===== config.mk =====
export PLATFORM = sky130hd
export DESIGN_NAME = mpfb_clip
export DESIGN_NICKNAME = d
export VERILOG_FILES = /design/src/mpfb_pkg.sv /design/src/mpfb_clip.sv
export SDC_FILE = /design/constraint.sdc
export NUM_CORES = 1
export LEC_CHECK = 0
export BUFFER_PORTS_ARGS = -buffer_cell sky130_fd_sc_hd__buf_2
export CORE_AREA = 4 4 72 74
export DETAILED_ROUTE_END_ITERATION = 8
export DIE_AREA = 0 0 76 78
export PLACE_DENSITY = 0.81
export SLEW_MARGIN = 20
export SYNTH_ARGS = -nofsm -noshare
export SYNTH_HDL_FRONTEND = slang
export SYNTH_SLANG_ARGS = --single-unit

===== constraint.sdc =====
create_clock -name vclk -period 6.2
set_clock_uncertainty 0.2 [all_clocks]
set_input_delay 1.24 -clock vclk [all_inputs]
set_output_delay 1.24 -clock vclk [all_outputs]
set_load 0.03 [all_outputs]

===== src/mpfb_pkg.sv =====
// Shared types and constants for the page-organized monochrome frame buffer.
// Used by the sweep engine, the clip unit, the top level and the checker.
// Depends on nothing.
package mpfb_pkg;

   // Default screen size.
   localparam int DEF_SCREEN_WIDTH = 128;
   localparam int DEF_SCREEN_HEIGHT = 64;

   // Field and counter widths, sized for the largest supported screen.
   localparam int ROW_BITS = 3;
   localparam int ROWS_PER_PAGE = 1 << ROW_BITS;
   localparam int COL_BITS = 8;
   localparam int PAGE_BITS = 5;
   localparam int POS_BITS = 10;
   localparam int SIZE_BITS = 8;
   localparam int INDEX_BITS = 10;
   localparam int DATA_BITS = 8;
   localparam int CMD_BITS = 2;
   localparam int REQ_TDATA_BITS = 48;

   // Command codes carried on req_tuser.
   typedef enum logic [CMD_BITS-1:0] {
      CMD_CLEAR = 2'd0,
      CMD_PIXEL = 2'd1,
      CMD_FILL  = 2'd2,
      CMD_READ  = 2'd3
   } cmd_type;

   // One captured request beat.
   typedef struct packed {
      cmd_type                      cmd;
      logic signed [POS_BITS-1:0]   x_pos;
      logic signed [POS_BITS-1:0]   y_pos;
      logic [SIZE_BITS-1:0]         rect_width;
      logic [SIZE_BITS-1:0]         rect_height;
      logic                         pixel_on;
      logic [INDEX_BITS-1:0]        byte_index;
   } req_type;

   // Drawing area clipped to the screen, in columns, pages and rows.
   typedef struct packed {
      logic                  empty;
      logic [COL_BITS-1:0]   col0;
      logic [COL_BITS-1:0]   col1;
      logic [PAGE_BITS-1:0]  page0;
      logic [PAGE_BITS-1:0]  page1;
      logic [ROW_BITS-1:0]   row_lo;
      logic [ROW_BITS-1:0]   row_hi;
   } clip_type;

   // Control from the top level to the sweep engine.
   typedef struct packed {
      logic start;
      logic slot_free;
   } seq_ctl_type;

   // Status from the sweep engine to the top level.
   typedef struct packed {
      logic                  idle;
      logic                  done;
      logic [DATA_BITS-1:0]  read_data;
   } seq_stat_type;

endpackage


===== src/mpfb_clip.sv =====
// Clips a pixel or rectangle request to the screen and converts it to
// column, page and row bounds. Depends on mpfb_pkg.
module mpfb_clip #(
   parameter int SCREEN_WIDTH = mpfb_pkg::DEF_SCREEN_WIDTH,
   parameter int SCREEN_HEIGHT = mpfb_pkg::DEF_SCREEN_HEIGHT
) (
   input  mpfb_pkg::cmd_type                       cmd,
   input  logic signed [mpfb_pkg::POS_BITS-1:0]    x_pos,
   input  logic signed [mpfb_pkg::POS_BITS-1:0]    y_pos,
   input  logic [mpfb_pkg::SIZE_BITS-1:0]          rect_width,
   input  logic [mpfb_pkg::SIZE_BITS-1:0]          rect_height,
   output mpfb_pkg::clip_type                      clip
);

   localparam logic signed [11:0] WIDTH_S = 12'(SCREEN_WIDTH);
   localparam logic signed [11:0] HEIGHT_S = 12'(SCREEN_HEIGHT);

   logic signed [11:0] xs, ys, ws, hs;
   logic signed [11:0] x1, y1, x0c, y0c, x1c, y1c, xl, yl;

   // A single pixel is a one by one rectangle.
   assign xs = 12'(x_pos);
   assign ys = 12'(y_pos);
   assign ws = (cmd == mpfb_pkg::CMD_PIXEL) ? 12'sd1 : $signed({4'b0000, rect_width});
   assign hs = (cmd == mpfb_pkg::CMD_PIXEL) ? 12'sd1 : $signed({4'b0000, rect_height});

   // Intersect the half-open span with the screen.
   assign x1 = xs + ws;
   assign y1 = ys + hs;
   assign x0c = (xs < 12'sd0) ? 12'sd0 : xs;
   assign y0c = (ys < 12'sd0) ? 12'sd0 : ys;
   assign x1c = (x1 > WIDTH_S) ? WIDTH_S : x1;
   assign y1c = (y1 > HEIGHT_S) ? HEIGHT_S : y1;
   assign xl = x1c - 12'sd1;
   assign yl = y1c - 12'sd1;

   // Inclusive bounds; they only matter when the area is not empty.
   always_comb begin
      clip.empty  = (x0c >= x1c) || (y0c >= y1c);
      clip.col0   = x0c[7:0];
      clip.col1   = xl[7:0];
      clip.page0  = y0c[7:3];
      clip.page1  = yl[7:3];
      clip.row_lo = y0c[2:0];
      clip.row_hi = yl[2:0];
   end

endmodule


==> qor.yml, run 1 <==
port_buffers: 71
grt_max_degree: 15
fillers: 280
finalSetupViolations: 4
design.core.area_mm2: 0.00460
required_ps: 4760
die_w_um: 76
finalWirelength_mm: 9.46
crit_chain: "buf_6 -> nand2b_4 -> buf_4 -> and2_1 -> ha_1 -> o21a_1 -> nor2_1 -> a21oi_2 -> or3_1 -> o211a_1 -> a21oi_2 -> buf_4 -> o21ai_0 -> ha_2 -> o2111ai_2 -> o21ai_2 -> nor3_1 -> or3_4 -> o21ai_4 -> buf_6"
syn-cell-area_mm2: 0.00213
power_mw: 0.645
ios: 71
syn-num-nets: 381
syn2layout_area_growth_pct: 69.5
fmax_ghz: 0.153
antennaDiodeCount: 0
rows: 25
post-route-util: 0.787
grt_pass1_vias: 2963
place_congestion: 0.951
setup_slack_ps: -340
path_max_fanout: 7
drt_iter0_drc: 254
crit_path_end_kind: "output pin"
dieArea_mm2: 0.00593
final_cell_area_mm2: 0.00362
drtAntennaViolNets: 0
critPathKind: "in -> out"
syn_inst: 306
maxCapViolCount: 0
multi_input_area_mm2: 0.00246
hp-class: "in -> out"
drc_errors: 0
yosys_warnings: 0
layout-drive-gt1-share: 0.520
track_usage: 0.253
violations: "negative setup slack"
cp-start-kind: "input pin"
fin_crit_ps: 6540
vias_per_cell: 6.22
mostFrequentLayoutCells: "buf_4, buf_2, nand2_1"
cp_num_buf_inv: 4
design.seq.count: 0
leakage_nw: 1.72
vias: 3170
die_h_um: 78
dp_hpwl_mm: 6.31
globalRouteOverflowTotal: 0
fin_nets: 533
rsz0062_at_grt: "yes"
start_util: 0.464
postCtsHoldBufs: 0
placed_area_mm2: 0.00319
critPathTopFamily: "compound AO/OA/AOI/OAI gates"
maxSlewHeadroom: 0.675
avgSynthCellArea_um2: 6.98
cp_slowest_stage_delay_ps: 380
synth_cell_types: 63
antenna_found_initial: 0
wl_per_cell_um: 18.5
status: "complete, but fails checks"
dr.pass1.iters: 5
fin_hold_ws_ps: 2700
n_clock_buffer: 0
hold_viol: 0
ir_drop_mv: 0.123
worstPathArrival_ps: 5100
regArea_um2: 0
final_common_cell: "buf_4"
tightest_slew_ps: 484
grt_pass1_wl_mm: 13.0
powerDensity_mw_per_mm2: 178
cp_slowest_cell: "or3_4"
finalMaxSlewViolations: 0
finalCritPeriodShare: 1.05
ys_seq_area_frac: 0
==> worst min-delay path, stage by stage <==
cell and delay [ps]:
buf_2 110, nor2b_1 130, buf_2 170
==> routing by layer <==
layer	vias up	track usage	wire length (um)
met5	-	0	0
met4	0	0.0676	447
met3	56	0.0186	863
met2	228	0.473	4690
met1	1457	0.307	3460
li1	1429	-	-
==> final timing paths <==
check / from / endpoint / depth (start not counted)
max: cmd[1] / clip[32] / 20
min: x_pos[7] / clip[31] / 3
==> what timing repair did <==
item,4_1_cts,5_1_grt
setup endpoints to repair,5,6
pin swaps,16,39
gates resized for setup,29,38
buffers inserted,6,6
==> power breakdown <==
part	leakage [nW]	switching (mW)	internal (mW)
Clock	0	0	0
Sequential	0	0	0
Combinational	1.72	0.362	0.282
==> synthesized netlist by cell type, types with 3 or more instances <==
master,n,area [um2]
ha_1,35,438
nand2_1,31,116
inv_1,19,71.3
a21oi_1,18,90.1
and2_1,18,113
o21ai_0,18,90.1
nor2_1,17,63.8
nor2b_1,16,100
nand2b_1,13,81.3
xnor2_1,9,78.8
nand3_1,8,40.0
xor2_1,7,61.3
a21o_1,6,45.0
nor3_1,6,30.0
a211oi_1,5,37.5
o31ai_1,5,37.5
or3_1,5,31.3
a31oi_1,4,25.0
and3_1,4,25.0
o211ai_1,4,30.0
a221oi_2,3,45.0
o221ai_1,3,26.3
==> cell type report <==
class | count | share of cell area
inverter | 19 | 0.0197
timing repair buffer | 156 | 0.283
multi-input combinational | 281 | 0.679
tap | 54 | 0.0187
==> per-stage QoR <==
| step | worst slack, ps | instances | setup TNS, ps |
|---|---|---|---|
| finish | -340 | 510 | -587 |
| global route | -503 | 510 | -1380 |
| CTS | -132 | 504 | -209 |
| detailed placement | -499 | 498 | -1250 |
| global placement | -400 | 498 | -767 |
| floorplan | 7.27 | 306 | 0 |
==> logic make-up after synthesis <==
kind of cell,count (synthesis),synth area share
and+or+nand+nor,136,0.351
xor gates and xnor gates,16,0.0657
muxes,2,0.00938
buffers and inverters,25,0.0510
AOI/OAI and AO/OA,90,0.300
adders and majority gates,37,0.224
No activity file was read; power rests on OpenSTA's default activity.
==> run 2: changes to the inputs <==
- CORE_AREA: 4 4 72 74 -> 4 4 90 92
- DIE_AREA: 0 0 76 78 -> 0 0 94 96
- PLACE_DENSITY: 0.81 -> 0.56
==> run 2 against run 1 <==
The flow still finishes with violations (negative setup slack). Cell count increased by 9.2%. Largest cell class unchanged. Power down 1.8%. First-iteration DRC count is 60% lower. Worst hold slack got worse by 8.6 ps. Highest routed layer unchanged. Combinational power shrank 2%. Largest power group unchanged. Die area rose by 52%. Flip-flop and latch count unchanged. Setup slack better by 180 ps. Critical path depth stayed put. Design area grew 4.4%. Non-clock buffer count grew 2.
==> qor.yml, run 2 (synthesis gave the netlist of run 1 again) <==
cp_slowest_cell: "or3_4"
path_max_fanout: 7  # unchanged
crit_path_end_kind: "output pin"
design.seq.count: 0  # unchanged
ir_drop_mv: 0.0800  # -35%
dr.pass1.iters: 5  # unchanged
ios: 71  # unchanged
post-route-util: 0.524  # -0.263
p_sw_mw: 0.343  # -5.3%
power.internal_mw: 0.290  # +2.6%
wl_per_cell_um: 13.7  # -26%
final_common_cell: "buf_4"
critPathLaunch: "cmd[1]"
rows: 31  # +24%
antennaDiodeCount: 0  # unchanged
n_clock_buffer: 0  # unchanged
syn2layout_area_growth_pct: 77.0
leakage_nw: 1.75  # +1.7%
combPwrFrac: 1.000  # about the same
place_congestion: 0.862  # -9.4%
fin_crit_ps: 6360  # -183 ps
maxSlewHeadroom: 0.668  # -0.00751
grt_pass1_wl_mm: 11.5  # -11%
finalWirelength_mm: 7.61  # -20%
critPathTopFamily: "compound AO/OA/AOI/OAI gates"
power.share.clock: 0  # unchanged
vias_per_cell: 5.00  # -20%
antenna_found_initial: 0  # unchanged
postCtsHoldBufs: 0  # unchanged
rsz0062_at_grt: "yes"
wl_met2_mm: 3.74  # -20%
globalRouteOverflowTotal: 0  # unchanged
placed_area_mm2: 0.00323  # +1.3%
required_ps: 4760  # about the same
route.met3.wl_um: 390  # -55%
die_w_um: 94  # +24%
finalSetupViolations: 2  # -2
finalMaxSlewViolations: 0  # unchanged
worstPathArrival_ps: 4920  # -180 ps
port_buffers: 71  # unchanged
routed.top_layer: "met4"
cp_slowest_stage_delay_ps: 340  # -40 ps
p_seq_frac: 0  # unchanged
hold_viol: 0  # unchanged
wl_met1_mm: 3.45  # -0.17%
switching_share: 0.542  # -0.0199
maxCapViolCount: 0  # unchanged
dp_slack_ps: -518  # -19.4 ps
start_util: 0.296  # -0.168
worstHoldStart: "x_pos[0]"
fillers: 690  # +150%
powerDensity_mw_per_mm2: 167  # -6.0%
fmax_ghz: 0.157  # +2.9%
cp_num_buf_inv: 2  # -2
crit_chain: "buf_6 -> nand2b_4 -> and2_1 -> ha_4 -> and3_1 -> a22oi_2 -> a21oi_4 -> or3_4 -> o211ai_1 -> o22ai_2 -> a21boi_1 -> ha_1 -> nand2b_4 -> a211oi_2 -> o21ai_2 -> o31ai_1 -> nand4b_1 -> a211oi_2 -> o21ai_4 -> buf_6"
design.core.area_mm2: 0.00721  # +57%
finalCritPeriodShare: 1.03  # -0.0295
dieArea_mm2: 0.00902  # +52%
final_cell_area_mm2: 0.00378  # +4.4%
grt_max_degree: 15  # unchanged
track_usage: 0.152  # -0.102
mostFrequentLayoutCells: "buf_4, buf_2, nand2_1"
setup_slack_ps: -157  # +183 ps
cp-start-kind: "input pin"
status: "complete, but fails checks"
dp_hpwl_mm: 6.21  # -1.6%
drtAntennaViolNets: 0  # unchanged
critPathKind: "in -> out"
finalSetupTns_ps: -171  # +416 ps
power_mw: 0.633  # -1.8%
vias: 2786  # -12%
drc_errors: 0  # unchanged
tightest_slew_ps: 495  # +11.2 ps
regArea_um2: 0  # unchanged
hp-class: "in -> out"
violations: "negative setup slack"
drt_iter0_drc: 102  # -60%
layout-drive-gt1-share: 0.533  # +0.0130
fin_nets: 535  # +0.38%
die_h_um: 96  # +23%
grt_pass1_vias: 2583  # -13%
[run 2: repair_timing]
action	CTS	global route
resized for setup	32	55
pin swaps	17	47
setup buffers	2	14
cloned	0	0
endpoints found under the setup margin	5	5
[run 2: cell type report]
type                            count  area [um2]  share of cell area
Multi-Input combinational cell    281        2530               0.671
Timing Repair Buffer              158        1050               0.278
Tap cell                           99         124              0.0328
Inverter                           19        71.3              0.0189
[run 2: worst paths after layout]
| check | endpoint | depth (start not counted) |
|---|---|---|
| max | clip[32] | 20 |
| min | clip[24] | 4 |
[run 2: power by group through the flow]
stage | combinational [mW] | sequential (mW) | clock [mW]
floorplan | 0.349 | 0 | 0
global placement | 0.534 | 0 | 0
detailed placement | 0.538 | 0 | 0
CTS | 0.570 | 0 | 0
global route | 0.686 | 0 | 0
finish | 0.633 | 0 | 0
[run 2: stage by stage]
step | hold slack [ps] | cells
detailed placement | 2670 | 541
floorplan | 2460 | 306
CTS | 2670 | 543
global placement | 2670 | 541
global route | 2720 | 557
finish | 2690 | 557
[run 2: layer usage]
layer,vias to the layer above,global-route usage
met1,1280,0.205
met3,2,0.00391
met2,69,0.283
li1,1435,-
met4,0,0.00481
met5,-,0
