File: config.mk
export PLATFORM = sky130hd
export DESIGN_NAME = mpfb_sweep
export DESIGN_NICKNAME = d
export VERILOG_FILES = /design/src/mpfb_pkg.sv /design/src/mpfb_sweep.sv
export SDC_FILE = /design/constraint.sdc
export NUM_CORES = 1
export LEC_CHECK = 0
export BUFFER_PORTS_ARGS = -buffer_cell sky130_fd_sc_hd__buf_2
export CORE_AREA = 5 5 126 128
export DETAILED_ROUTE_END_ITERATION = 8
export DIE_AREA = 0 0 131 133
export PLACE_DENSITY = 0.47
export SKIP_LAST_GASP = 1
export SLEW_MARGIN = 20
export SYNTH_ARGS = -nofsm -noshare
export SYNTH_HDL_FRONTEND = slang
export SYNTH_SLANG_ARGS = --single-unit
File: constraint.sdc
create_clock -name clock -period 3.93 [get_ports clock]
set_input_delay 0.5895 -clock clock [delete_from_list [all_inputs] [get_ports clock]]
set_output_delay 0.5895 -clock clock [all_outputs]
set_load 0.02 [all_outputs]
File: src/mpfb_pkg.sv
// Shared types and constants for the page-organized monochrome frame buffer.
// Used by the sweep engine, the clip unit, the top level and the checker.
// Depends on nothing.
package mpfb_pkg;

   // Default screen size.
   localparam int DEF_SCREEN_WIDTH = 128;
   localparam int DEF_SCREEN_HEIGHT = 64;

   // Field and counter widths, sized for the largest supported screen.
   localparam int ROW_BITS = 3;
   localparam int ROWS_PER_PAGE = 1 << ROW_BITS;
   localparam int COL_BITS = 8;
   localparam int PAGE_BITS = 5;
   localparam int POS_BITS = 10;
   localparam int SIZE_BITS = 8;
   localparam int INDEX_BITS = 10;
   localparam int DATA_BITS = 8;
   localparam int CMD_BITS = 2;
   localparam int REQ_TDATA_BITS = 48;

   // Command codes carried on req_tuser.
   typedef enum logic [CMD_BITS-1:0] {
      CMD_CLEAR = 2'd0,
      CMD_PIXEL = 2'd1,
      CMD_FILL  = 2'd2,
      CMD_READ  = 2'd3
   } cmd_type;

   // One captured request beat.
   typedef struct packed {
      cmd_type                      cmd;
      logic signed [POS_BITS-1:0]   x_pos;
      logic signed [POS_BITS-1:0]   y_pos;
      logic [SIZE_BITS-1:0]         rect_width;
      logic [SIZE_BITS-1:0]         rect_height;
      logic                         pixel_on;
      logic [INDEX_BITS-1:0]        byte_index;
   } req_type;

   // Drawing area clipped to the screen, in columns, pages and rows.
   typedef struct packed {
      logic                  empty;
      logic [COL_BITS-1:0]   col0;
      logic [COL_BITS-1:0]   col1;
      logic [PAGE_BITS-1:0]  page0;
      logic [PAGE_BITS-1:0]  page1;
      logic [ROW_BITS-1:0]   row_lo;
      logic [ROW_BITS-1:0]   row_hi;
   } clip_type;

   // Control from the top level to the sweep engine.
   typedef struct packed {
      logic start;
      logic slot_free;
   } seq_ctl_type;

   // Status from the sweep engine to the top level.
   typedef struct packed {
      logic                  idle;
      logic                  done;
      logic [DATA_BITS-1:0]  read_data;
   } seq_stat_type;

endpackage

File: src/mpfb_sweep.sv
// Sweep engine: walks the store byte by byte for clears and fills, does the
// read-modify-write of each pixel or fill byte and serves byte reads. Depends on mpfb_pkg.
module mpfb_sweep #(
   parameter int SCREEN_WIDTH = mpfb_pkg::DEF_SCREEN_WIDTH,
   parameter int SCREEN_HEIGHT = mpfb_pkg::DEF_SCREEN_HEIGHT,
   parameter int STORE_BYTES = SCREEN_WIDTH * ((SCREEN_HEIGHT + 7) / 8)
) (
   input  logic                                   clock,
   input  logic                                   reset,
   input  mpfb_pkg::seq_ctl_type                  ctl,
   input  mpfb_pkg::cmd_type                      cmd,
   input  logic                                   pixel_on,
   input  logic [mpfb_pkg::INDEX_BITS-1:0]        byte_index,
   input  mpfb_pkg::clip_type                     clip,
   output mpfb_pkg::seq_stat_type                 stat,
   output logic                                   wr_en,
   output logic [$clog2(STORE_BYTES)-1:0]         wr_addr,
   output logic [mpfb_pkg::DATA_BITS-1:0]         wr_data,
   output logic                                   rd_en,
   output logic [$clog2(STORE_BYTES)-1:0]         rd_addr,
   input  logic [mpfb_pkg::DATA_BITS-1:0]         rd_data
);

   localparam int ADDR_W = $clog2(STORE_BYTES);
   localparam int PAGE_COUNT = (SCREEN_HEIGHT + mpfb_pkg::ROWS_PER_PAGE - 1)
                               / mpfb_pkg::ROWS_PER_PAGE;
   localparam logic [mpfb_pkg::COL_BITS-1:0] LAST_COL = mpfb_pkg::COL_BITS'(SCREEN_WIDTH - 1);
   localparam logic [mpfb_pkg::PAGE_BITS-1:0] LAST_PAGE = mpfb_pkg::PAGE_BITS'(PAGE_COUNT - 1);
   localparam logic [ADDR_W-1:0] ROW_STRIDE = ADDR_W'(SCREEN_WIDTH);

   typedef enum logic [2:0] {
      ST_IDLE,
      ST_SWEEP,
      ST_DRAIN,
      ST_READ,
      ST_FINISH
   } state_type;

   // Bits of one page byte that lie between rows lo and hi, inclusive.
   function automatic logic [7:0] row_mask(input logic [2:0] lo, input logic [2:0] hi);
      row_mask = (8'hFF << lo) & (8'hFF >> (3'd7 - hi));
   endfunction

   state_type                         state_ff, state_in;
   logic                              init_ff, init_in;
   logic                              clr_ff, clr_in;
   logic                              on_ff, on_in;
   logic [mpfb_pkg::COL_BITS-1:0]     col_ff, col_in, col0_ff, col0_in, col1_ff, col1_in;
   logic [mpfb_pkg::PAGE_BITS-1:0]    page_ff, page_in, page0_ff, page0_in, page1_ff, page1_in;
   logic [mpfb_pkg::ROW_BITS-1:0]     rlo_ff, rlo_in, rhi_ff, rhi_in;
   logic [ADDR_W-1:0]                 base_ff, base_in;
   logic                              s1_valid_ff, s1_valid_in;
   logic [ADDR_W-1:0]                 s1_addr_ff, s1_addr_in;
   logic [7:0]                        s1_mask_ff, s1_mask_in;
   logic [mpfb_pkg::DATA_BITS-1:0]    data_ff, data_in;
   logic                              done;
   logic [ADDR_W-1:0]                 addr;
   logic [7:0]                        mask;
   logic                              last_col, last_page, index_ok;

   assign addr = base_ff + ADDR_W'(col_ff);
   assign last_col = (col_ff == col1_ff);
   assign last_page = (page_ff == page1_ff);
   assign mask = row_mask((page_ff == page0_ff) ? rlo_ff : 3'd0,
                          (page_ff == page1_ff) ? rhi_ff : 3'd7);
   assign index_ok = (32'(byte_index) < 32'(STORE_BYTES));

   // Next-state logic and memory port control.
   always_comb begin
      state_in    = state_ff;
      init_in     = init_ff;
      clr_in      = clr_ff;
      on_in       = on_ff;
      col_in      = col_ff;
      col0_in     = col0_ff;
      col1_in     = col1_ff;
      page_in     = page_ff;
      page0_in    = page0_ff;
      page1_in    = page1_ff;
      rlo_in      = rlo_ff;
      rhi_in      = rhi_ff;
      base_in     = base_ff;
      s1_valid_in = 1'b0;
      s1_addr_in  = s1_addr_ff;
      s1_mask_in  = s1_mask_ff;
      data_in     = data_ff;
      done        = 1'b0;
      rd_en       = 1'b0;
      rd_addr     = addr;

      // Second half of a read-modify-write: merge the mask into the byte read.
      wr_en   = s1_valid_ff;
      wr_addr = s1_addr_ff;
      wr_data = on_ff ? (rd_data | s1_mask_ff) : (rd_data & ~s1_mask_ff);

      case (state_ff)
         ST_IDLE: begin
            if (ctl.start) begin
               data_in = '0;
               case (cmd)
                  mpfb_pkg::CMD_CLEAR: begin
                     clr_in   = 1'b1;
                     col_in   = '0;
                     col0_in  = '0;
                     col1_in  = LAST_COL;
                     page_in  = '0;
                     page0_in = '0;
                     page1_in = LAST_PAGE;
                     base_in  = '0;
                     state_in = ST_SWEEP;
                  end
                  mpfb_pkg::CMD_PIXEL, mpfb_pkg::CMD_FILL: begin
                     if (clip.empty) begin
                        state_in = ST_FINISH;
                     end else begin
                        clr_in   = 1'b0;
                        on_in    = pixel_on;
                        col_in   = clip.col0;
                        col0_in  = clip.col0;
                        col1_in  = clip.col1;
                        page_in  = clip.page0;
                        page0_in = clip.page0;
                        page1_in = clip.page1;
                        rlo_in   = clip.row_lo;
                        rhi_in   = clip.row_hi;
                        base_in  = ADDR_W'(clip.page0) * ROW_STRIDE;
                        state_in = ST_SWEEP;
                     end
                  end
                  mpfb_pkg::CMD_READ: begin
                     if (index_ok) begin
                        rd_en    = 1'b1;
                        rd_addr  = ADDR_W'(byte_index);
                        state_in = ST_READ;
                     end else begin
                        state_in = ST_FINISH;
                     end
                  end
                  default: begin
                     state_in = ST_FINISH;
                  end
               endcase
            end
         end
         ST_SWEEP: begin
            // Clears write zeros directly; pixels and fills read now and write next cycle.
            if (clr_ff) begin
               wr_en   = 1'b1;
               wr_addr = addr;
               wr_data = '0;
            end else begin
               rd_en       = 1'b1;
               s1_valid_in = 1'b1;
               s1_addr_in  = addr;
               s1_mask_in  = mask;
            end
            if (last_col) begin
               col_in  = col0_ff;
               page_in = page_ff + 1'b1;
               base_in = base_ff + ROW_STRIDE;
               if (last_page) begin
                  init_in = 1'b0;
                  if (!clr_ff) begin
                     state_in = ST_DRAIN;
                  end else if (init_ff) begin
                     state_in = ST_IDLE;
                  end else begin
                     state_in = ST_FINISH;
                  end
               end
            end else begin
               col_in = col_ff + 1'b1;
            end
         end
         ST_DRAIN: begin
            state_in = ST_FINISH;
         end
         ST_READ: begin
            data_in  = rd_data;
            state_in = ST_FINISH;
         end
         ST_FINISH: begin
            if (ctl.slot_free) begin
               done     = 1'b1;
               state_in = ST_IDLE;
            end
         end
         default: begin
            state_in = ST_IDLE;
         end
      endcase
   end

   // State and registered values; reset starts the clearing pass.
   always_ff @(posedge clock) begin
      if (reset) begin
         state_ff    <= ST_SWEEP;
         init_ff     <= 1'b1;
         clr_ff      <= 1'b1;
         col_ff      <= '0;
         col0_ff     <= '0;
         col1_ff     <= LAST_COL;
         page_ff     <= '0;
         page0_ff    <= '0;
         page1_ff    <= LAST_PAGE;
         base_ff     <= '0;
         s1_valid_ff <= 1'b0;
      end else begin
         state_ff    <= state_in;
         init_ff     <= init_in;
         clr_ff      <= clr_in;
         col_ff      <= col_in;
         col0_ff     <= col0_in;
         col1_ff     <= col1_in;
         page_ff     <= page_in;
         page0_ff    <= page0_in;
         page1_ff    <= page1_in;
         base_ff     <= base_in;
         s1_valid_ff <= s1_valid_in;
      end
      on_ff      <= on_in;
      rlo_ff     <= rlo_in;
      rhi_ff     <= rhi_in;
      s1_addr_ff <= s1_addr_in;
      s1_mask_ff <= s1_mask_in;
      data_ff    <= data_in;
   end

   always_comb begin
      stat.idle      = (state_ff == ST_IDLE);
      stat.done      = done;
      stat.read_data = data_ff;
   end

endmodule

==> results of run 1 <==
-- power by group through the flow --
stage	Sequential [mW]	Clock (mW)	Combinational [mW]
finish	0.881	1.03	0.118
global route	0.881	1.10	0.130
CTS	0.881	1.05	0.120
detailed placement	0.899	0	0.119
global placement	0.899	0	0.118
floorplan	0.894	0	0.0720
-- placed cells by master, fill, tap and decap left out, types with 11 or more instances in the layout --
cell type and instances:
nand3_1 21, xnor2_1 21, dfxtp_1 48, o21ai_0 12, mux2_2 12, a311oi_1 11
edfxtp_1 33, nor2_1 38, nand2_1 38, buf_2 97, a21oi_1 27, and2_1 12
-- state kept, by name, indices dropped and copies added (netlist names) --
signal and flops:
s1_addr_ff 10, col0_ff 8, col1_ff 8, col_ff 8
data_ff 8, s1_mask_ff 8, page0_ff 5, page1_ff 5
page_ff 5, base_ff 3, rhi_ff 3, rlo_ff 3
state_ff 3, clr_ff 1, init_ff 1, on_ff 1
s1_valid_ff 1
-- through the flow --
stage          total power [mW]  worst slack (ns)
3_5_place_dp               1.02              1.11
3_3_place_gp               1.02              1.22
6_report                   2.03             0.936
5_1_grt                    2.11             0.778
4_1_cts                    2.06             0.882
2_1_floorplan             0.966              1.59
-- Yosys cell counts, types with 3 or more instances --
cell | count | area share (%)
o21ai_1 | 10 | 1.2
nand2_1 | 38 | 3.3
buf_4 | 4 | 0.70
and3_1 | 3 | 0.44
edfxtp_1 | 33 | 23
clkbuf_1 | 18 | 1.6
nor3_1 | 4 | 0.46
a211oi_1 | 3 | 0.52
nand3_1 | 21 | 2.4
a21oi_1 | 27 | 3.1
or2_2 | 4 | 0.58
dfxtp_1 | 48 | 22
nand3b_1 | 4 | 0.70
nand4_1 | 3 | 0.44
o21ai_0 | 12 | 1.4
a21oi_2 | 3 | 0.61
and2_1 | 12 | 1.7
xor2_1 | 8 | 1.6
mux2_2 | 12 | 3.1
xnor2_1 | 21 | 4.3
buf_6 | 6 | 1.6
nor3b_1 | 10 | 1.7
a311oi_1 | 11 | 2.2
a21o_1 | 4 | 0.70
ha_1 | 7 | 2.0
buf_2 | 10 | 1.2
a22oi_1 | 5 | 0.87
nor2_1 | 38 | 3.3
a31oi_1 | 6 | 0.87
inv_1 | 10 | 0.87
mux2i_1 | 8 | 1.9
nor2b_1 | 9 | 1.3
-- cell type report --
class,instances,area (sq um)
inverter,10,37.5
timing repair buffer,101,515
tap,188,235
fill,1540,9540
clock buffer,9,225
sequential,81,1950
clock inverter,7,143
multi-input combinational,318,2110
-- worst reg2reg max path: stages (launching register included) --
cell     delay (ns)
dfxtp_1        0.55
or3b_1         0.68
nor2_1         0.68
buf_4          0.32
-- final timing paths --
check                                 start            end
worst max-delay path            state_ff[0]     wr_addr[8]
worst min-delay path               pixel_on          on_ff
worst max register to register  state_ff[0]  s1_addr_ff[9]
worst min register to register   col0_ff[6]     col0_ff[6]
-- layer usage --
| layer | GRT usage (%) | wire length [microns] | vias to the layer above |
|---|---|---|---|
| li1 | - | - | 1742 |
| met1 | 18.2 | 5320 | 1612 |
| met2 | 20.5 | 5110 | 80 |
| met3 | 2.95 | 565 | 9 |
| met4 | 4.34 | 163 | 0 |
| met5 | 0 | 0 | - |
-- logic make-up (layout without fill, tap and decap cells) --
group / count (synthesis) / in the layout / share of synthesized area [%]
AND/OR/NAND/NOR: 162 / 162 / 19.8
AO/OA/AOI/OAI: 99 / 99 / 15.8
flip-flops: 81 / 81 / 45.3
buffers and inverters: 50 / 127 / 6.04
XOR/XNOR: 29 / 29 / 5.90
multiplexers: 20 / 20 / 5.00
adder cells (fa/ha/maj): 7 / 7 / 2.03
other: 1 / 1 / 0.0871
==> flow_metrics.env, run 1 <==
export IMPL_status="completed"
export IMPL_io_buffers=97
export IMPL_via_per_inst=4.82
export IMPL_syn_to_final_growth_pct=21.2
export IMPL_clock_skew_ns=0.00725
export IMPL_fmax_ghz=0.334
export IMPL_drc=0
export IMPL_core_rowCount=45
export IMPL_drive_above_1_share_pct=27.9
export IMPL_clkPwrFrac_pct=50.8
export IMPL_worstPathMaxFanout=16
export IMPL_drv_slew=0
export IMPL_root_buffer="clkbuf_16"
export IMPL_dp_hpwl_microns=8030
export IMPL_ioPinCount=98
export IMPL_gr_usage_all_layers_pct=13.2
export IMPL_p_switching_mw=0.422
export IMPL_wl_microns=11200
export IMPL_maxCapViolations=0
export IMPL_die_area_sq_mm=0.0174
export IMPL_clock_path_buffers=2
export IMPL_die_h_microns=133
export IMPL_synthFlopType="dfxtp_1"
export IMPL_postSynth_asyncResetShare_pct=0
export IMPL_worst_slew_pin_slew_ns=0.947
export IMPL_switching_share_pct=20.8
export IMPL_final_nets=586
export IMPL_placed_area_sq_mm=0.00485
export IMPL_cp_required_ns=3.34
export IMPL_crit_buf_inv=1
export IMPL_worstPathCellList="nor4bb_4, mux2_2, buf_2"
export IMPL_die_w_microns=131
export IMPL_slew_headroom_pct=36.8
export IMPL_syn_area_sq_mm=0.00431
export IMPL_tns_ns=0
export IMPL_synth_seq_cells=81
export IMPL_final_hold_viol_count=0
export IMPL_fin_cells=714
export IMPL_slowest_delay_ns=0.93
export IMPL_cp_start_kind="flip-flop"
export IMPL_synth_cell_types=60
export IMPL_cp_depth=3
export IMPL_cts_resized=0
export IMPL_setup_viol=0
export IMPL_synth_edf_count=33
export IMPL_antenna_found_initial=0
export IMPL_h_tree_depth=3
export IMPL_period_share_pct=76.2
export IMPL_final_area_sq_mm=0.00522
export IMPL_worstSetupPathType="reg -> out"
export IMPL_final_util_pct=35.4
export IMPL_avgSynthCellArea_sq_um=9.59
export IMPL_grt_max_degree=36
export IMPL_antenna_cells=0
export IMPL_slowest_stage="nor4bb_4"
export IMPL_cp_end_kind="primary output"
export IMPL_p_leak_nw=2.10
export IMPL_post_place_cells=698
export IMPL_critical_path_top_delay_family="simple AND/OR/NAND/NOR gates"
export IMPL_crit_arrival_ns=2.40
export IMPL_ys_warn_count=0
export IMPL_synth_net_count=514
export IMPL_pwr_share_seq_pct=43.3
export IMPL_internal_power_mw=1.61
export IMPL_vdd_ir_drop_max_uv=245
export IMPL_grt_ovfl_total=0
export IMPL_start_util_pct=29.2
export IMPL_post_route_min_period_ns=2.99
export IMPL_clk_pin_slew_ns=0.06
export IMPL_routabilityCongestion=0.748
export IMPL_cts_tree="built"
export IMPL_clock_latency_ns=0.33
export IMPL_comb_power_share_pct=5.8
export IMPL_rsz0062_at_grt="no"
export IMPL_drtIter0Drc=218
export IMPL_cts_buffers=9
export IMPL_pwr_density_cell_mw_per_mm2=390
export IMPL_worstHoldPathType="in -> reg"
export IMPL_grt_pass1_vias=3502
export IMPL_ff2ff_path_depth=3
export IMPL_timing_hold_ws_ns=0.431
export IMPL_wl_per_cell_microns=15.6
export IMPL_holdBufCountCts=0
export IMPL_syn_instance_count=449
export IMPL_numClockSinks=81
export IMPL_drt_first_pass_iters=4
export IMPL_synth_sequential_area_ratio_pct=45.3
export IMPL_ff2ff_setup_slack_ns=1.40
export IMPL_postRouteAntennaNets=0
export IMPL_hold_depth=1
export IMPL_cts_setup_buffers=0
export IMPL_grt_pass1_wl_microns=18200
export IMPL_core_area_sq_mm=0.0148
export IMPL_vias=3443
Note: power is estimated with default switching activity, not from simulation.
==> run 2: changes to the inputs <==
- PLACE_DENSITY: 0.47 -> 0.49
- clock period: 3.93 -> 2.6 ns (I/O delays scaled with it)
==> run 2 against run 1 <==
  * Die area did not move
  * Combinational power up 63%
  * Via count up 2.3%
  * Register-to-register slack lost 0.95 ns
  * Wire length up 4.3%
  * First-iteration DRC count up 34%
  * Hold slack worse by 0.20 ns
  * Critical endpoint is now rd_addr[7]
  * Largest cell class unchanged
  * Largest power group is now registers
  * Highest routed layer unchanged
==> flow_metrics.env, run 2 (synthesized netlist as in run 1, its figures left out) <==
export IMPL_drc=0
export IMPL_numClockSinks=81
export IMPL_clock_latency_ns=0.33
export IMPL_drt_first_pass_iters=4
export IMPL_fin_cells=728
export IMPL_grt_ovfl_total=0
export IMPL_clock_skew_ns=0.00768
export IMPL_p_leak_nw=2.13
export IMPL_final_hold_viol_count=0
export IMPL_largest_reg_flops=10
export IMPL_holdBufCountCts=0
export IMPL_drive_above_1_share_pct=30.0
export IMPL_cts_buffers=9
export IMPL_worstPathCellList="nor2_1, and2_1, nand2_2, mux2_2, buf_2"
export IMPL_io_buffers=97
export IMPL_slowest_stage="dfxtp_1"
export IMPL_clk_pin_slew_ns=0.06
export IMPL_worstHoldPathType="in -> reg"
export IMPL_routabilityCongestion=0.782
export IMPL_cp_end_kind="primary output"
export IMPL_via_per_inst=4.84
export IMPL_worst_slew_pin_slew_ns=0.732
export IMPL_slew_headroom_pct=50.8
export IMPL_dp_hpwl_microns=8510
export IMPL_vias=3523
export IMPL_cts_setup_buffers=0
export IMPL_die_area_sq_mm=0.0174
export IMPL_grt_max_degree=34
export IMPL_critical_path_top_delay_family="simple AND/OR/NAND/NOR gates"
export IMPL_post_place_cells=712
export IMPL_die_w_microns=131
export IMPL_final_util_pct=35.6
export IMPL_root_buffer="clkbuf_16"
export IMPL_mostFrequentLayoutCell="buf_2"
export IMPL_die_h_microns=133
export IMPL_maxCapViolations=0
export IMPL_period_share_pct=95.2
export IMPL_drtIter0Drc=292
export IMPL_cts_tree="built"
export IMPL_cp_start_kind="flip-flop"
export IMPL_grt_pass1_vias=3473
export IMPL_wl_microns=11600
export IMPL_final_nets=600
export IMPL_crit_buf_inv=1
export IMPL_syn_to_final_growth_pct=22.1
export IMPL_rsz0062_at_grt="yes"
export IMPL_post_route_min_period_ns=2.48
export IMPL_status="completed"
export IMPL_grt_pass1_wl_microns=18200
export IMPL_slowest_delay_ns=0.60
export IMPL_start_util_pct=29.2
export IMPL_ioPinCount=98
export IMPL_fmax_ghz=0.404
export IMPL_worstSetupPathType="reg -> out"
export IMPL_drv_slew=0
export IMPL_antenna_found_initial=0
export IMPL_pwr_density_cell_mw_per_mm2=525
export IMPL_wl_per_cell_microns=16.0
export IMPL_cp_required_ns=2.21
export IMPL_largest_register="s1_addr_ff"
export IMPL_h_tree_depth=3
export IMPL_setup_viol=0
export IMPL_postRouteAntennaNets=0
export IMPL_antenna_cells=0
export IMPL_clock_path_buffers=2
export IMPL_vdd_ir_drop_max_uv=318
export IMPL_core_area_sq_mm=0.0148
export IMPL_gr_usage_all_layers_pct=13.1
export IMPL_worstPathMaxFanout=15
export IMPL_crit_arrival_ns=2.09
export IMPL_core_rowCount=45
export IMPL_final_cell_mix="buf_2, dfxtp_1, nor2_1"
[run 2: cell count changes in the layout (fill, tap and decap cells not counted), moves of 2 or more]
cell and change:
buf_4 +13, bufinv_16 -3, clkinv_4 -2, clkinvlp_4 +2, dfxtp_1 -2, dfxtp_2 +2
[run 2: area by class of cell]
cell class              count  area, sq um
clock buffers              10          229
well taps                 188          235
flip-flops and latches     81         1950
inverters                  10         37.5
multi-input cells         318         2110
repair buffers            115          633
clock inverters             6         58.8
fillers                  1530         9490
[run 2: stage by stage]
step / setup slack, ns / hold slack [ns] / power [mW] / TNS, ns / area [sq um]
finish: 0.124 / 0.233 / 2.76 / 0 / 5260
global route: -0.0000417 / 0.227 / 2.86 / -0.0000417 / 5260
CTS: 0.0607 / 0.220 / 2.79 / 0 / 5260
detailed placement: 0.276 / 0.447 / 1.55 / 0 / 4970
global placement: 0.391 / 0.441 / 1.54 / 0 / 4970
floorplan: 0.280 / 0.432 / 1.46 / 0 / 4310
[run 2: repair_timing]
action,in CTS,in global routing
pin swaps,0,0
resized for setup,1,2
endpoints found under the setup margin,7,8
[run 2: worst reg2reg max path: stages, from the launching register on]
cell	delay, ns
dfxtp_1	0.44
or4b_4	0.62
a21o_1	0.40
buf_4	0.28
nor3b_1	0.20
o21ai_1	0.08
[run 2: worst paths after layout]
path	startpoint	end	slack [ns]	cells past startpoint
setup / recovery	state_ff[1]	rd_addr[7]	0.12	5
hold / removal	pixel_on	on_ff	0.23	1
setup reg to reg	state_ff[1]	col1_ff[2]	0.45	5
hold reg to reg	col0_ff[1]	col0_ff[1]	0.46	2
[run 2: where the power goes]
group | total, mW | switching [mW] | internal, mW
Combinational | 0.192 | 0.110 | 0.0821
Clock | 1.24 | 0.505 | 0.737
Sequential | 1.33 | 0.00728 | 1.32
[run 2: routing by layer]
layer | GRT usage, % | vias up | part of all wire (%) | wire [microns]
met5 | 0 | - | 0 | 0
met2 | 19.7 | 107 | 44 | 5170
met1 | 18.6 | 1638 | 48 | 5560
li1 | - | 1768 | - | -
met3 | 2.70 | 10 | 6.5 | 752
met4 | 4.51 | 0 | 1.3 | 154
==> run 3: changes to the inputs <==
- CORE_AREA: 5 5 126 128 -> 5 5 91 178
- DIE_AREA: 0 0 131 133 -> 0 0 96 183
- PLACE_DENSITY: 0.49 -> 0.48
==> run 3 against run 2 <==
  * Sequential power about the same
  * Highest routed layer unchanged
  * Sequential share of layout area is 0.050 points lower
  * Flip-flop and latch count unchanged
  * Clock skew down 0.0010 ns
  * Largest cell class unchanged
  * Setup slack better by 0.030 ns
  * Via count grew 0.40%
  * Critical endpoint is now rd_addr[8]
==> flow_metrics.env, run 3 (synthesized netlist as in run 1, its figures left out) <==
export IMPL_critical_path_top_delay_family="simple AND/OR/NAND/NOR gates"
export IMPL_cts_setup_buffers=0
export IMPL_wl_per_cell_microns=15.1
export IMPL_die_w_microns=96
export IMPL_status="completed"
export IMPL_worstSetupPathType="reg -> out"
export IMPL_worstHoldPathType="in -> reg"
export IMPL_period_share_pct=94.1
export IMPL_holdBufCountCts=0
export IMPL_grt_pass1_wl_microns=17800
export IMPL_clock_latency_ns=0.34
export IMPL_core_rowCount=63
export IMPL_setup_viol=0
export IMPL_via_per_inst=4.81
export IMPL_p_leak_nw=2.15
export IMPL_drv_slew=0
export IMPL_min_to="on_ff"
export IMPL_tns_ns=0
export IMPL_antenna_cells=0
export IMPL_post_place_cells=720
export IMPL_die_h_microns=183
export IMPL_die_area_sq_mm=0.0176
export IMPL_syn_to_final_growth_pct=22.2
export IMPL_cp_start_kind="flip-flop"
export IMPL_cp_required_ns=2.21
export IMPL_wl_met3_microns=689
export IMPL_grt_ovfl_total=0
export IMPL_antenna_found_initial=0
export IMPL_grt_pass1_vias=3513
export IMPL_largest_reg_flops=10
export IMPL_cts_tree="built"
export IMPL_slowest_stage="dfxtp_1"
export IMPL_post_route_min_period_ns=2.45
export IMPL_reg2reg_to="col0_ff[1]"
export IMPL_drive_above_1_share_pct=29.9
export IMPL_wl_met1_microns=4940
export IMPL_vias=3537
export IMPL_clock_path_buffers=2
export IMPL_worstPathCellList="nor2_1, and2_1, nand2_2, mux2_2, buf_2"
export IMPL_rr_startpoint="state_ff[2]"
export IMPL_grt_max_degree=35
export IMPL_timing_hold_ws_ns=0.233
export IMPL_clock_skew_ns=0.00664
export IMPL_core_area_sq_mm=0.0147
export IMPL_postRouteAntennaNets=0
export IMPL_drt_first_pass_iters=4
export IMPL_largest_register="s1_addr_ff"
export IMPL_gr_usage_all_layers_pct=12.9
export IMPL_cts_buffers=9
export IMPL_hold_depth=1
export IMPL_root_buffer="clkbuf_16"
export IMPL_final_area_sq_mm=0.00526
export IMPL_cp_end_kind="primary output"
export IMPL_ff2ff_setup_slack_ns=0.53
export IMPL_h_tree_depth=3
export IMPL_numClockSinks=81
export IMPL_rsz0062_at_grt="no"
export IMPL_fin_cells=736
export IMPL_dp_hpwl_microns=8170
export IMPL_crit_buf_inv=1
export IMPL_drc=0
export IMPL_placed_area_sq_mm=0.00497
export IMPL_io_buffers=97
export IMPL_fmax_ghz=0.409
export IMPL_ioPinCount=98
export IMPL_highest_layer="met4"
export IMPL_mostFrequentLayoutCell="buf_2"
export IMPL_pwr_density_cell_mw_per_mm2=527
export IMPL_final_hold_viol_count=0
export IMPL_final_nets=601
export IMPL_min_from="pixel_on"
export IMPL_worst_slew_pin_slew_ns=0.675
export IMPL_crit_arrival_ns=2.06
export IMPL_vdd_ir_drop_max_uv=306
export IMPL_drtIter0Drc=167
export IMPL_worstPathMaxFanout=15
export IMPL_start_util_pct=29.4
export IMPL_ff2ff_path_depth=5
export IMPL_maxCapViolations=0
export IMPL_final_cell_mix="buf_2, dfxtp_1, nor2_1"
export IMPL_slew_headroom_pct=55.0
export IMPL_slowest_delay_ns=0.58
export IMPL_clk_pin_slew_ns=0.06
export IMPL_wl_microns=11100
export IMPL_wl_met2_microns=5340
export IMPL_routabilityCongestion=0.784
[run 3: area by class of cell]
cell class	instances	area, sq um
clock buffer	11	233
tap	195	244
multi-input combinational	318	2110
fill	1535	9400
sequential	81	1950
clock inverter	5	56.3
inverter	10	37.5
timing repair buffer	116	628
[run 3: power breakdown]
part / switching [mW] / leakage [nW] / total [mW] / internal (mW)
clock network: 0.507 / 0.140 / 1.25 / 0.745
logic: 0.113 / 1.31 / 0.197 / 0.0843
registers: 0.00433 / 0.699 / 1.32 / 1.32
total: 0.624 / 2.15 / 2.77 / 2.15
[run 3: how the worst max path moves through the flow]
stage / from / to / slack (ns) / cells past startpoint
after floorplan: state_ff[2] / s1_addr_ff[0] / 0.28 / 5
after global placement: state_ff[2] / rd_addr[0] / 0.38 / 5
after detailed placement: state_ff[2] / rd_addr[1] / 0.35 / 5
after CTS: state_ff[0] / wr_addr[5] / 0.07 / 4
after global routing: state_ff[2] / rd_addr[1] / 0.03 / 5
final: state_ff[2] / rd_addr[8] / 0.15 / 5
[run 3: routing by layer]
layer / track usage (%) / vias up
met4: 4.16 / 0
met1: 16.4 / 1650
li1: - / 1775
met2: 21.3 / 100
met3: 3.08 / 12
met5: 0 / -
[run 3: through the flow]
step	utilization (%)	total power, mW	setup WS [ns]
4_1_cts	35.9	2.82	0.0713
2_1_floorplan	-	1.46	0.280
3_3_place_gp	33.9	1.55	0.381
5_1_grt	35.9	2.89	0.0345
3_5_place_dp	33.9	1.55	0.351
6_report	35.9	2.77	0.153
[run 3: worst register-to-register path, cell delays in order (launching register included)]
cell and delay, ns:
dfxtp_1 0.44, or4b_4 0.64, a21oi_4 0.37, buf_4 0.31, nand3_1 0.11, a21oi_1 0.14
[run 3: repair_timing]
item / 4_1_cts / 5_1_grt
pin swaps: 0 / 0
gates resized for setup: 1 / 1
endpoints found under the setup margin: 6 / 6
